==> src/rtl/bmp_stream_decoder_assert.svh <==
// Assertion macros for the BMP stream decoder
`ifndef BMP_STREAM_DECODER_ASSERT_SVH
`define BMP_STREAM_DECODER_ASSERT_SVH

// Implication checked on every clock edge outside reset
`define BMP_ASSERT_IMP(label, ante, cons, msg) \
    label: assert property (@(posedge i_clk) disable iff (!i_rst_n) (ante) |-> (cons)) \
        else $error(msg);

// Next-cycle implication
`define BMP_ASSERT_NEXT(label, ante, cons, msg) \
    label: assert property (@(posedge i_clk) disable iff (!i_rst_n) (ante) |=> (cons)) \
        else $error(msg);

`endif

==> src/rtl/bmp_pkg.sv <==
// Package with types and constants for the BMP stream decoder
`timescale 1ns / 1ps
package bmp_pkg;
    localparam int MaxDim       = 4096;
    localparam int PaletteDepth = 256;
    localparam int PalAw        = $clog2(PaletteDepth);

    localparam logic [15:0] Signature   = 16'h4d42;
    localparam logic [31:0] InfoHdrSize = 32'd40;
    localparam logic [31:0] CoreHdrSize = 32'd12;
    localparam logic [8:0]  FullPalette = 9'd256;

    localparam logic       OpData = 1'b0;
    localparam logic       OpEof  = 1'b1;

    localparam logic [1:0] KindPixel = 2'd0;
    localparam logic [1:0] KindDone  = 2'd1;
    localparam logic [1:0] KindError = 2'd2;

    localparam logic [2:0] ErrSignature = 3'd0;
    localparam logic [2:0] ErrHdrSize   = 3'd1;
    localparam logic [2:0] ErrDepth     = 3'd2;
    localparam logic [2:0] ErrCompress  = 3'd3;
    localparam logic [2:0] ErrTruncated = 3'd4;
    localparam logic [2:0] ErrSizeLimit = 3'd5;

    typedef enum logic [2:0] {
        PH_FILE, PH_INFO, PH_PAL, PH_PIX, PH_PAD, PH_DONE, PH_HALT
    } t_phase;

    typedef struct packed {
        logic       op;
        logic [7:0] data_byte;
    } t_in_item;

    typedef struct packed {
        logic [1:0]  kind;
        logic [7:0]  red;
        logic [7:0]  green;
        logic [7:0]  blue;
        logic [11:0] pos_x;
        logic [11:0] pos_y;
        logic [2:0]  error_code;
    } t_out_item;

    // Palette write request from parser to memory
    typedef struct packed {
        logic             wr_en;
        logic [PalAw-1:0] wr_addr;
        logic [23:0]      wr_data;
    } t_pal_wr;

    // Lookup request travelling with a pixel beat into the read stage
    typedef struct packed {
        logic        valid;
        logic        use_pal;
        logic        hit;
        t_out_item   item;
    } t_pix_req;
endpackage

==> src/rtl/bmp_parser.sv <==
// Header parser and pixel sequencer of the BMP stream decoder
`timescale 1ns / 1ps
module bmp_parser (
    input  logic                 i_clk,
    input  logic                 i_rst_n,
    input  logic                 i_fire,
    input  bmp_pkg::t_in_item    i_item,
    output bmp_pkg::t_pal_wr     o_pal_wr,
    output logic [bmp_pkg::PalAw-1:0] o_rd_addr,
    output bmp_pkg::t_pix_req    o_req,
    output bmp_pkg::t_phase      o_phase
);
    import bmp_pkg::*;

    t_phase      r_phase, n_phase;
    logic [5:0]  r_bcnt, n_bcnt;
    logic [31:0] r_word;
    logic        r_core, n_core;
    logic [31:0] r_width, n_width, r_height, n_height;
    logic [4:0]  r_bpp, n_bpp;
    logic [8:0]  r_ccount, n_ccount;
    logic [8:0]  r_pidx, n_pidx;
    logic [15:0] r_held, n_held;
    logic [1:0]  r_comp, n_comp;
    logic [11:0] r_col, n_col, r_row, n_row;
    logic [1:0]  r_pad, n_pad;
    logic [31:0] w;
    logic [7:0]  b;
    logic        eof;
    logic [15:0] d;
    logic [1:0]  rem;
    logic [12:0] col_inc;
    logic [2:0]  last_comp;
    t_pix_req    req;
    t_pal_wr     pw;

    assign b   = i_item.data_byte;
    assign eof = i_item.op == OpEof;
    assign w   = {b, r_word[31:8]};
    assign d   = w[31:16];
    // One extra bit so a row of MaxDim columns still ends
    assign col_inc = {1'b0, r_col} + 13'd1;
    assign last_comp = r_core ? 3'd2 : 3'd3;

    // Sequence header, palette and pixel bytes
    always_comb begin
        n_phase = r_phase; n_bcnt = r_bcnt; n_core = r_core;
        n_width = r_width; n_height = r_height; n_bpp = r_bpp;
        n_ccount = r_ccount; n_pidx = r_pidx; n_held = r_held;
        n_comp = r_comp; n_col = r_col; n_row = r_row; n_pad = r_pad;
        req = '0;
        pw  = '0;
        rem = '0;
        if (eof) begin
            req.valid = (r_phase != PH_HALT);
            req.item.kind = (r_phase == PH_DONE) ? KindDone : KindError;
            req.item.error_code = (r_phase == PH_DONE) ? 3'd0 : ErrTruncated;
            n_phase = PH_FILE; n_bcnt = '0; n_core = 1'b0;
            n_width = '0; n_height = '0; n_bpp = '0; n_ccount = '0;
            n_pidx = '0; n_held = '0; n_comp = '0; n_col = '0; n_row = '0;
            n_pad = '0;
        end else begin
            case (r_phase)
                PH_FILE: begin
                    n_bcnt = r_bcnt + 6'd1;
                    if (r_bcnt == 6'd1 && d != Signature) begin
                        n_phase = PH_HALT; req.valid = 1'b1;
                        req.item.kind = KindError; req.item.error_code = ErrSignature;
                    end else if (r_bcnt == 6'd17) begin
                        if (w == CoreHdrSize || w == InfoHdrSize) begin
                            n_core = (w == CoreHdrSize);
                            n_phase = PH_INFO; n_bcnt = '0;
                        end else begin
                            n_phase = PH_HALT; req.valid = 1'b1;
                            req.item.kind = KindError; req.item.error_code = ErrHdrSize;
                        end
                    end
                end
                PH_INFO: begin
                    n_bcnt = r_bcnt + 6'd1;
                    if (r_core) begin
                        if (r_bcnt == 6'd1) n_width = {16'd0, d};
                        if (r_bcnt == 6'd3) n_height = {16'd0, d};
                        if (r_bcnt == 6'd7) begin
                            if (d != 16'd8 && d != 16'd24) begin
                                n_phase = PH_HALT; req.valid = 1'b1;
                                req.item.kind = KindError; req.item.error_code = ErrDepth;
                            end else if (r_width > MaxDim || r_height > MaxDim) begin
                                n_bpp = d[4:0];
                                n_phase = PH_HALT; req.valid = 1'b1;
                                req.item.kind = KindError;
                                req.item.error_code = ErrSizeLimit;
                            end else begin
                                n_bpp = d[4:0];
                                n_ccount = (d == 16'd8) ? FullPalette : 9'd0;
                                n_pidx = '0; n_comp = '0;
                                if (d == 16'd8) n_phase = PH_PAL;
                                else if (r_width == 0 || r_height == 0) n_phase = PH_DONE;
                                else begin
                                    n_row = r_height[11:0] - 12'd1; n_col = '0;
                                    n_phase = PH_PIX;
                                end
                            end
                        end
                    end else begin
                        if (r_bcnt == 6'd3) n_width = w;
                        if (r_bcnt == 6'd7) n_height = w;
                        if (r_bcnt == 6'd11) begin
                            if (d != 16'd8 && d != 16'd24) begin
                                n_phase = PH_HALT; req.valid = 1'b1;
                                req.item.kind = KindError; req.item.error_code = ErrDepth;
                            end else n_bpp = d[4:0];
                        end
                        if (r_bcnt == 6'd15 && w != 32'd0) begin
                            n_phase = PH_HALT; req.valid = 1'b1;
                            req.item.kind = KindError; req.item.error_code = ErrCompress;
                        end
                        if (r_bcnt == 6'd31) begin
                            if (r_width > MaxDim || r_height > MaxDim || w > 32'd256) begin
                                n_phase = PH_HALT; req.valid = 1'b1;
                                req.item.kind = KindError;
                                req.item.error_code = ErrSizeLimit;
                            end else if (w != 0) n_ccount = w[8:0];
                            else n_ccount = (r_bpp == 5'd8) ? FullPalette : 9'd0;
                        end
                        if (r_bcnt == 6'd35) begin
                            n_pidx = '0; n_comp = '0;
                            if (r_ccount != 0) n_phase = PH_PAL;
                            else if (r_width == 0 || r_height == 0) n_phase = PH_DONE;
                            else begin
                                n_row = r_height[11:0] - 12'd1; n_col = '0;
                                n_phase = PH_PIX;
                            end
                        end
                    end
                end
                PH_PAL: begin
                    if (r_comp == 2'd0) n_held = {r_held[15:8], b};
                    if (r_comp == 2'd1) n_held = {b, r_held[7:0]};
                    if (r_comp == 2'd2 && r_pidx < PaletteDepth) begin
                        pw.wr_en = 1'b1;
                        pw.wr_addr = r_pidx[PalAw-1:0];
                        pw.wr_data = {b, r_held};
                    end
                    n_comp = r_comp + 2'd1;
                    if ({1'b0, r_comp} == last_comp) begin
                        n_comp = '0;
                        n_pidx = r_pidx + 9'd1;
                        if (n_pidx >= r_ccount) begin
                            if (r_width == 0 || r_height == 0) n_phase = PH_DONE;
                            else begin
                                n_row = r_height[11:0] - 12'd1; n_col = '0;
                                n_phase = PH_PIX;
                            end
                        end
                    end
                end
                PH_PIX: begin
                    req.item.pos_x = r_col;
                    req.item.pos_y = r_row;
                    if (r_bpp == 5'd8 || r_comp == 2'd2) begin
                        req.valid = 1'b1;
                        if (r_bpp == 5'd8) begin
                            req.use_pal = 1'b1;
                            req.hit = ({1'b0, b} < r_pidx) && ({1'b0, b} < PaletteDepth);
                        end else begin
                            req.item.red = b;
                            req.item.green = r_held[15:8];
                            req.item.blue = r_held[7:0];
                        end
                        n_comp = '0;
                        n_col = col_inc[11:0];
                        if ({19'd0, col_inc} >= r_width) begin
                            rem = (r_bpp == 5'd8) ? r_width[1:0]
                                                  : r_width[1:0] + {r_width[0], 1'b0};
                            n_pad = 2'd0 - rem;
                            if (n_pad != 0) n_phase = PH_PAD;
                            else if (r_row == 0) n_phase = PH_DONE;
                            else begin
                                n_row = r_row - 12'd1; n_col = '0;
                            end
                        end
                    end else if (r_comp == 2'd0) begin
                        n_held = {r_held[15:8], b}; n_comp = 2'd1;
                    end else begin
                        n_held = {b, r_held[7:0]}; n_comp = 2'd2;
                    end
                end
                PH_PAD: begin
                    n_pad = r_pad - 2'd1;
                    if (n_pad == 0) begin
                        if (r_row == 0) n_phase = PH_DONE;
                        else begin
                            n_row = r_row - 12'd1; n_col = '0; n_comp = '0;
                            n_phase = PH_PIX;
                        end
                    end
                end
                default: ;
            endcase
        end
    end

    // Advance state on each accepted beat
    always_ff @(posedge i_clk) begin
        if (!i_rst_n) begin
            r_phase <= PH_FILE; r_bcnt <= '0; r_word <= '0; r_core <= 1'b0;
            r_width <= '0; r_height <= '0; r_bpp <= '0; r_ccount <= '0;
            r_pidx <= '0; r_held <= '0; r_comp <= '0; r_col <= '0; r_row <= '0;
            r_pad <= '0;
        end else if (i_fire) begin
            r_phase <= n_phase; r_bcnt <= n_bcnt; r_core <= n_core;
            r_word <= eof ? 32'd0 : w;
            r_width <= n_width; r_height <= n_height; r_bpp <= n_bpp;
            r_ccount <= n_ccount; r_pidx <= n_pidx; r_held <= n_held;
            r_comp <= n_comp; r_col <= n_col; r_row <= n_row; r_pad <= n_pad;
        end
    end

    assign o_pal_wr = i_fire ? pw : '0;
    assign o_req = i_fire ? req : '0;
    assign o_rd_addr = b[PalAw-1:0];
    assign o_phase = r_phase;
endmodule

==> config.mk <==
export PLATFORM = sky130hd
export DESIGN_NAME = bmp_parser
export DESIGN_NICKNAME = d
export VERILOG_FILES = /design/src/rtl/bmp_stream_decoder_assert.svh /design/src/rtl/bmp_pkg.sv /design/src/rtl/bmp_parser.sv
export SDC_FILE = /design/constraint.sdc
export NUM_CORES = 1
export LEC_CHECK = 0
export BUFFER_PORTS_ARGS = -buffer_cell sky130_fd_sc_hd__buf_2
export CAP_MARGIN = 30
export CORE_ASPECT_RATIO = 1.25
export CORE_MARGIN = 1
export CORE_UTILIZATION = 40
export DETAILED_ROUTE_END_ITERATION = 7
export GPL_ROUTABILITY_DRIVEN = 0
export SYNTH_ARGS = -nofsm -noshare
export SYNTH_HDL_FRONTEND = slang
export SYNTH_SLANG_ARGS = --single-unit
==> constraint.sdc <==
create_clock -name i_clk -period 3.2 [get_ports i_clk]
set_input_delay 0.16 -clock i_clk [delete_from_list [all_inputs] [get_ports i_clk]]
set_output_delay 0.16 -clock i_clk [all_outputs]
set_load 0.1 [all_outputs]
# [After elaboration in Yosys (flattened, before gate mapping)]
# Cells that the tools add are included.
# Widths: inputs -> output; s select.
[totals] reg_bits=173 input_bits=12 wordCells=317 output_inout_bits=100
[op_classes] eq_ne=52 n_reduce_logical=46 addsub=9 n_lt_le_gt_ge=7 mux=188
[ops] cell="$mux 12" n=33
[ops] cell="$mux 32" n=11
[ops] cell="$mux 9" n=18
[ops] cell="$mux 33" n=4
[ops] cell="$mux 3" n=35
[ops] cell="$mux 48" n=2
[ops] cell="$pmux 12 s4" n=2
[ops] cell="$mux 2" n=34
[ops] cell="$gt 32x13->1 const B" n=2
[ops] cell="$logic_not 32->1" n=2
[ops] cell="$mux 16" n=4
[ops] cell="$mux 56" n=1
[ops] cell="$ne 3x3->1 const B" n=17
[ops] cell="$mux 24" n=2
[ops] cell="$eq 32x4->1 const B" n=1
[ops] cell="$eq 32x6->1 const B" n=1
[ops] cell="$ge 13x32->1" n=1
[ops] cell="$gt 32x9->1 const B" n=1
[ops] cell="$ne 4x4->1 const B" n=8
[ops] cell="$pmux 16 s2" n=1
[ops] cell="$reduce_bool 32->1" n=1
[ops] cell="$mux 5" n=6
[ops] cell="$mux 6" n=4
[ops] cell="$reduce_bool 3->1" n=8
[ops] cell="57 further kinds" n=103

# [Longest topological paths before layout]
# Gate-level depths: netlist of the first run.
[logic_depth] ltp_word=11 ltp_mapped=18 ltp_nobuf=17

# [Least setup slack after synthesis of the first run]
# OpenSTA, ideal clock, no wires.
[synth_path] path_type="register to output" start="register r_phase[1] (netlist: o_phase[1])" end="output port o_pal_wr[23] (netlist name)" slack_ps=-1034 path_buffers=2 stages_incl_launch_ff=8 arrival_ps=4074 path_cell_list="dfxtp_1 -> buf_2 -> nand2b_1 -> nor2_1 -> nand2_1 -> nor4b_1 -> clkbuf_1 -> and2_1"
[synth_rtl] element="start, declared" line_no="bmp_parser.sv:15" text="t_phase r_phase, n_phase;"
[synth_rtl] element="start signal, assigned" line_no="bmp_parser.sv:212" text="r_phase <= n_phase; r_bcnt <= n_bcnt; r_core <= n_core;"
[synth_rtl] element="end, declared" line_no="bmp_parser.sv:8" text="output bmp_pkg::t_pal_wr o_pal_wr,"

# [Worst setup path after layout of the first run]
[layout_path] start="register r_col[1]" end="register r_row[11]"
[layout_via] elab_chain_len=4
[layout_rtl] element="start, declared" line_no="bmp_parser.sv:25" text="logic [11:0] r_col, n_col, r_row, n_row;"
[layout_rtl] element="start signal, assigned" line_no="bmp_parser.sv:216" text="r_comp <= n_comp; r_col <= n_col; r_row <= n_row; r_pad <= n_pad;"
[layout_rtl] element="$add 12x1->13" line_no="bmp_parser.sv:42" text="assign col_inc = {1'b0, r_col} + 13'd1;"
[layout_rtl] element="$ge 13x32->1" line_no="bmp_parser.sv:173" text="if ({19'd0, col_inc} >= r_width) begin"
[layout_rtl] element="$ne 3x3->1 (no line)"
[layout_rtl] element="$reduce_and 14->1 (no line)"
[layout_rtl] element="end signal, assigned" line_no="bmp_parser.sv:216"
[layout_rtl] element="end, declared" line_no="bmp_parser.sv:25"
# No other way between the ends.
# A chain may end at the register's enable or synchronous reset.

==> results.py, run 1 <==
metrics = {
    "status": {
        "outcome": "finished, violations left",
        "violations": "negative setup slack",
    },
    "clock_network": {
        "cts_sinks": 165,
        "cts_buffer_depth": 2,
        "cts_tree": "yes",
        "clkLatencyLatePin_ns": 0.45,
        "root_buffer": "clkbuf_16",
        "cts.clk_slew.worst_paths_ns": 0.08,
        "cts_inserted_buffers": 17,
        "cts_hold_buf": 0,
        "htreeDepth": 4,
    },
    "floorplanning": {
        "coreArea_um2": 25290,
        "die_height_um": 181.4,
        "chipWidth_um": 145.5,
        "start_util_pct": 40.71,
        "num_rows": 65,
        "dieArea_um2": 26390,
        "io_pins": 112,
    },
    "job": {
        "drv_cap": 0,
    },
    "placement": {
        "hpwl_um": 24480,
        "io_buffers": 111,
        "pre_cts_slack_ns": -0.4971,
    },
    "sta": {
        "timing.fmax_mhz": 303.5,
        "finalHoldViolations": 0,
        "drv_slew": 0,
        "slew_headroom_pct": 43.28,
        "min_period_over_period_pct": 103.0,
        "setup_viol": 13,
        "fin_ws_ns": -0.09499,
        "rsz0062_at_grt": "true",
        "post-route-min-period_ns": 3.295,
        "tightestPinTransition_ns": 0.8509,
        "hold-worst-slack_ns": 0.2134,
        "tns_ns": -0.5054,
        "clock_skew_ns": 0.01524,
    },
    "synthesis": {
        "ys_warn_count": 0,
        "yosysTopAreaCell": "dfxtp_1",
        "netlist_area_um2": 10300,
        "synth_nets": 1406,
        "netlist_top_cells_area": "dfxtp_1 32%, nand2_1 6.7%, and2_1 6.3%, a21boi_0 6.1%, ha_1 4.9%",
        "synthArstFlopShare_pct": 0,
        "synth_area_per_cell_um2": 7.605,
        "yosysSeqAreaShare_pct": 32.08,
        "synth-seq-cells": 165,
        "synth-edff-count": 0,
        "ys_dominant_reg_cell": "dfxtp_1",
        "syn_inst": 1354,
        "synthDistinctLibCells": 74,
        "synth_top_area_share_pct": 32.08,
    },
    "worst_setup_path": {
        "critPathKind": "flop to flop",
        "cp.required_ns": 3.54,
        "cp.arrival_ns": 3.64,
        "critPathMaxFanout": 5,
        "critPathLaunchType": "flop",
        "end_kind": "flop",
    },
    "finish": {
        "area_growth_pct": 39.65,
        "mostFrequentLayoutCell": "nand2_1",
        "antenna_cells": 0,
        "mostFrequentLayoutCells": "182 x nand2_1, 155 x dfxtp_1, 152 x buf_4, 93 x and2_1, 85 x nor2_1",
        "layout-drive-gt1-share_pct": 25.50,
        "fin_nets": 1600,
    },
    "pwr": {
        "swShare_pct": 28.31,
        "p_seq_share_pct": 41.1,
        "combPwrFrac_pct": 14.6,
        "power_frac_clock_pct": 44.3,
        "internal_power_w": 0.003712,
        "fin_total_pwr_w": 0.005178,
        "p_leak_nw": 5.625,
        "p_per_area_nw_per_um2": 360.1,
        "power.switching_w": 0.001466,
        "peakVddDrop_mv": 0.2946,
    },
    "global_route": {
        "antenna_found_initial": 0,
        "grt_pass1_vias": 10230,
        "grt_start_max_net_pins": 102,
        "overflow": 0,
        "grt_pass1_wl_um": 53900,
        "grt.total_usage_pct": 25.75,
    },
    "routing": {
        "detail_route.vias_per_cell": 5.581,
        "wl_per_cell_um": 18.14,
        "dr.pass1.iters": 5,
        "dr_total_vias": 10580,
        "drc_errors": 0,
        "wl_um": 34390,
        "drt_iter0_drc": 701,
        "drt.antenna.violating_nets": 0,
    },
    "hold_path": {
        "hp-class": "input port to flop",
    },
}
-- registers in the layout, indices dropped and copies added, names as in the netlist, 5 cells and up --
register	flops
r_row	12
r_pidx	9
r_width	32
r_bpp	5
r_bcnt	6
r_held	16
r_ccount	9
r_height	32
r_col	12
r_word	24
-- synthesized netlist by cell type (9+ instances only) --
cell	instances
xnor2_1	14
nor2b_1	34
dfxtp_1	165
a21o_1	14
nor3_1	23
nand4_1	18
ha_1	40
mux2i_1	31
and3_1	22
a211o_1	9
o21ai_0	27
nand3_1	92
clkbuf_1	64
o22ai_1	20
nor4_1	21
a21boi_0	83
and2_1	103
xor2_1	17
a22oi_1	14
buf_2	9
nor2_1	92
a21oi_1	39
buf_4	12
nand2_1	184
o21ai_1	25
nand2b_1	21
inv_1	58
-- per-stage QoR --
stage | area, um^2 | util [%] | instances
2_1_floorplan | 10350 | - | 1354
3_3_place_gp | 13150 | 52.00 | 1844
3_5_place_dp | 13150 | 52.00 | 1844
4_1_cts | 14090 | 55.70 | 1888
5_1_grt | 14380 | 56.85 | 1896
6_report | 14380 | 56.85 | 1896
-- routing by layer --
| layer | track usage [%] | vias to the layer above | routed length, um |
|---|---|---|---|
| met4 | 13.85 | 0 | 1656 |
| met3 | 4.347 | 100 | 1835 |
| met5 | 0 | - | 0 |
| met2 | 44.90 | 365 | 17020 |
| met1 | 30.09 | 5030 | 13880 |
| li1 | - | 5087 | - |
-- path summary, 6_finish.rpt --
kind | from | to | slack [ns] | cells after the start
hold reg to reg | r_height[31]$_SDFFE_PN0P_ | r_height[31]$_SDFFE_PN0P_ | 0.46 | 2
setup / recovery | r_col[1]$_SDFFE_PN0P_ | r_row[11]$_SDFFE_PN0P_ | -0.09 | 15
setup reg to reg | r_col[1]$_SDFFE_PN0P_ | r_row[11]$_SDFFE_PN0P_ | -0.09 | 15
hold / removal | i_item[5] | r_held[13]$_SDFFE_PN0P_ | 0.21 | 4
-- critical path, cell delays in order, from the launching register on --
cell and delay, ns:
dfxtp_4 0.38, nand3_4 0.09, nor2_4 0.13, and3_4 0.22, buf_4 0.11, xor2_1 0.22
ha_1 0.29, a21oi_1 0.23, o22ai_2 0.12, a211o_1 0.25, a2111o_1 0.40, nand3_2 0.10
nand3b_1 0.20, buf_4 0.17, a21oi_4 0.05, o211a_1 0.24
-- cells by family after synthesis --
| logic type | after synthesis | share of synthesized area [%] |
|---|---|---|
| AOI/OAI and AO/OA | 291 | 19.36 |
| xor gates and xnor gates | 31 | 2.637 |
| adders and majority gates | 40 | 4.860 |
| buffers and inverters | 151 | 6.197 |
| DFF | 165 | 32.08 |
| muxes | 32 | 3.123 |
| and+or+nand+nor | 644 | 31.75 |
-- area by class of cell --
type                    count  area [um^2]
clock buffers              20        478.0
clock inverters            12        173.9
fillers                  2284        10910
inverters                  58        217.7
multi-input cells        1039         6795
flip-flops and latches    165         3323
well taps                 335        419.2
repair buffers            267         2973
-- power groups by stage --
stage          clock network [W]  logic (W)  registers (W)
2_1_floorplan                  0   0.000471        0.00217
3_3_place_gp                   0   0.000688        0.00217
3_5_place_dp                   0   0.000695        0.00217
4_1_cts                  0.00231   0.000725        0.00213
5_1_grt                  0.00239   0.000809        0.00213
6_report                 0.00229   0.000757        0.00213
-- timing repair --
item                                    4_1_cts  5_1_grt
endpoints found under the hold margin         0        0
pin swaps                                    17       28
gates cloned                                  1        0
gates resized for setup                      41       49
setup buffers                                12        8
endpoints found under the setup margin       29       34
Power figures use the tool's default switching activity.
==> run 2, diff against run 1 <==
--- a/config.mk
+++ b/config.mk
@@ -12,6 +12,7 @@
 export CORE_UTILIZATION = 40
 export DETAILED_ROUTE_END_ITERATION = 7
 export GPL_ROUTABILITY_DRIVEN = 0
+export MAX_ROUTING_LAYER = met4
 export SYNTH_ARGS = -nofsm -noshare
 export SYNTH_HDL_FRONTEND = slang
 export SYNTH_SLANG_ARGS = --single-unit
==> results.py, run 2 (synthesis gave the netlist of run 1 again) <==
metrics = {
    "status": {
        "outcome": "finished, violations left",
        "violations": "negative setup slack",
    },
    "finish": {
        "regArea_um2": 3323,
        "fin_nets": 1600,
        "fill_cells": 2284,
        "top_regs": "r_height (32), r_width (32), r_word (24)",
        "antenna_cells": 0,
        "mostFrequentLayoutCell": "nand2_1",
        "multi_input_area_um2": 6795,
        "design_area_um2": 14380,
        "layout-drive-gt1-share_pct": 25.50,
        "finish.utilization_pct": 56.85,
        "area_growth_pct": 39.65,
        "mostFrequentLayoutCells": "182 x nand2_1, 155 x dfxtp_1, 152 x buf_4, 93 x and2_1, 85 x nor2_1",
    },
    "floorplanning": {
        "coreArea_um2": 25290,
        "io_pins": 112,
        "chipWidth_um": 145.5,
        "die_height_um": 181.4,
        "num_rows": 65,
        "dieArea_um2": 26390,
        "start_util_pct": 40.71,
    },
    "global_route": {
        "grt.total_usage_pct": 26.54,
        "overflow": 0,
        "antenna_found_initial": 0,
        "grt_pass1_vias": 10200,
        "grt_start_max_net_pins": 102,
        "grt_pass1_wl_um": 53940,
    },
    "hold_path": {
        "whs_path_depth": 4,
        "hp-class": "input port to flop",
        "min_to": "r_held[0]$_SDFFE_PN0P_",
        "hold_path.startpoint": "i_item[0]",
    },
    "worst_setup_path": {
        "r2r-start": "r_col[1]$_SDFFE_PN0P_",
        "reg2reg_setup_slack_ns": -0.11,
        "critPathKind": "flop to flop",
        "critPathMaxFanout": 5,
        "r2r_end": "r_row[11]$_SDFFE_PN0P_",
        "cp.required_ns": 3.54,
        "end_kind": "flop",
        "r2r_cells": 15,
        "cp.arrival_ns": 3.65,
        "critPathLaunchType": "flop",
    },
    "routing": {
        "wl_um": 34390,
        "drt_iter0_drc": 754,
        "drt.antenna.violating_nets": 0,
        "detail_route.vias_per_cell": 5.598,
        "wl_per_cell_um": 18.14,
        "dr_total_vias": 10610,
        "drc_errors": 0,
        "dr.pass1.iters": 5,
    },
    "clock_network": {
        "clkLatencyLatePin_ns": 0.45,
        "root_buffer": "clkbuf_16",
        "htreeDepth": 4,
        "cts_buffer_depth": 2,
        "cts_sinks": 165,
        "cts.clk_slew.worst_paths_ns": 0.08,
        "cts_inserted_buffers": 17,
        "cts_tree": "yes",
    },
    "sta": {
        "clock_skew_ns": 0.01386,
        "drv_slew": 0,
        "fin_ws_ns": -0.1074,
        "min_period_over_period_pct": 103.4,
        "tightestPinTransition_ns": 0.8722,
        "timing.fmax_mhz": 302.4,
        "slew_headroom_pct": 41.32,
        "finalHoldViolations": 0,
        "rsz0062_at_grt": "true",
        "post-route-min-period_ns": 3.307,
        "setup_viol": 13,
        "tns_ns": -0.6465,
    },
    "pwr": {
        "p_leak_nw": 5.625,
        "peakVddDrop_mv": 0.2978,
        "p_per_area_nw_per_um2": 360.4,
    },
    "placement": {
        "place_area_um2": 13150,
        "hpwl_um": 24480,
        "io_buffers": 111,
    },
    "job": {
        "drv_cap": 0,
    },
}
-- run 2: cell counts in the layout (fill, tap and decap cells not counted) --
No cell type changed its count.
-- run 2: layout make-up --
| cell class | instances | area share [%] |
|---|---|---|
| clock inverters | 12 | 1.209 |
| inverters | 58 | 1.514 |
| flip-flops and latches | 165 | 23.11 |
| clock buffers | 20 | 3.324 |
| repair buffers | 267 | 20.67 |
| multi-input cells | 1039 | 47.26 |
| well taps | 335 | 2.915 |
-- run 2: metal layers --
layer,part of all wire (%),vias to the layer above,global-route usage (%)
met5,0,-,-
met4,4.6,0,13.85
met3,5.2,102,4.221
met2,50,357,44.83
met1,41,5069,30.26
li1,-,5086,-
-- run 2: stage by stage --
step | cells | hold slack (ns) | total power, W | setup slack, ns
detailed placement | 1844 | 0.4569 | 0.002868 | -0.4971
floorplan | 1354 | 0.4381 | 0.002644 | -0.2307
global route | 1896 | 0.2222 | 0.005335 | -0.2526
CTS | 1888 | 0.2084 | 0.005163 | 0.001742
finish | 1896 | 0.2132 | 0.005182 | -0.1074
global placement | 1844 | 0.4492 | 0.002860 | -0.3833
-- run 2: power breakdown --
part / internal (W) / switching (W) / leakage [nW]
Sequential: 0.00209 / 0.0000420 / 1.34
Clock: 0.00135 / 0.000952 / 0.322
Combinational: 0.000280 / 0.000476 / 3.96
Total: 0.00371 / 0.00147 / 5.62
-- run 2: worst max-delay path by stage --
stage / from / to / slack, ns
CTS: r_pidx[0]$_SDFFE_PN0P_ / o_phase[1]$_SDFFE_PN0P_ / 0.002
detailed placement: r_pidx[0]$_SDFFE_PN0P_ / r_row[8]$_SDFFE_PN0P_ / -0.50
global placement: r_pidx[0]$_SDFFE_PN0P_ / r_row[9]$_SDFFE_PN0P_ / -0.38
global route: r_col[1]$_SDFFE_PN0P_ / r_row[6]$_SDFFE_PN0P_ / -0.25
floorplan: o_phase[1]$_SDFFE_PN0P_ / o_pal_wr[23] / -0.23
finish: r_col[1]$_SDFFE_PN0P_ / r_row[11]$_SDFFE_PN0P_ / -0.11
-- run 2: repair_timing --
action,CTS,global route
gates cloned,1,0
setup buffers,12,8
gates resized for setup,41,49
setup endpoints to repair,29,34
pin swaps,17,28
hold buffers,0,0
hold endpoints to repair,0,0
-- run 2: critical path, stage by stage (launching register included) --
cell      delay (ns)
dfxtp_4         0.38
nand3_4         0.09
nor2_4          0.13
and3_4          0.22
buf_4           0.11
xor2_1          0.22
ha_1            0.29
a21oi_1         0.23
o22ai_2         0.12
a211o_1         0.26
a2111o_1        0.40
nand3_2         0.10
nand3b_1        0.20
buf_4           0.17
a21oi_4         0.05
o211a_1         0.24
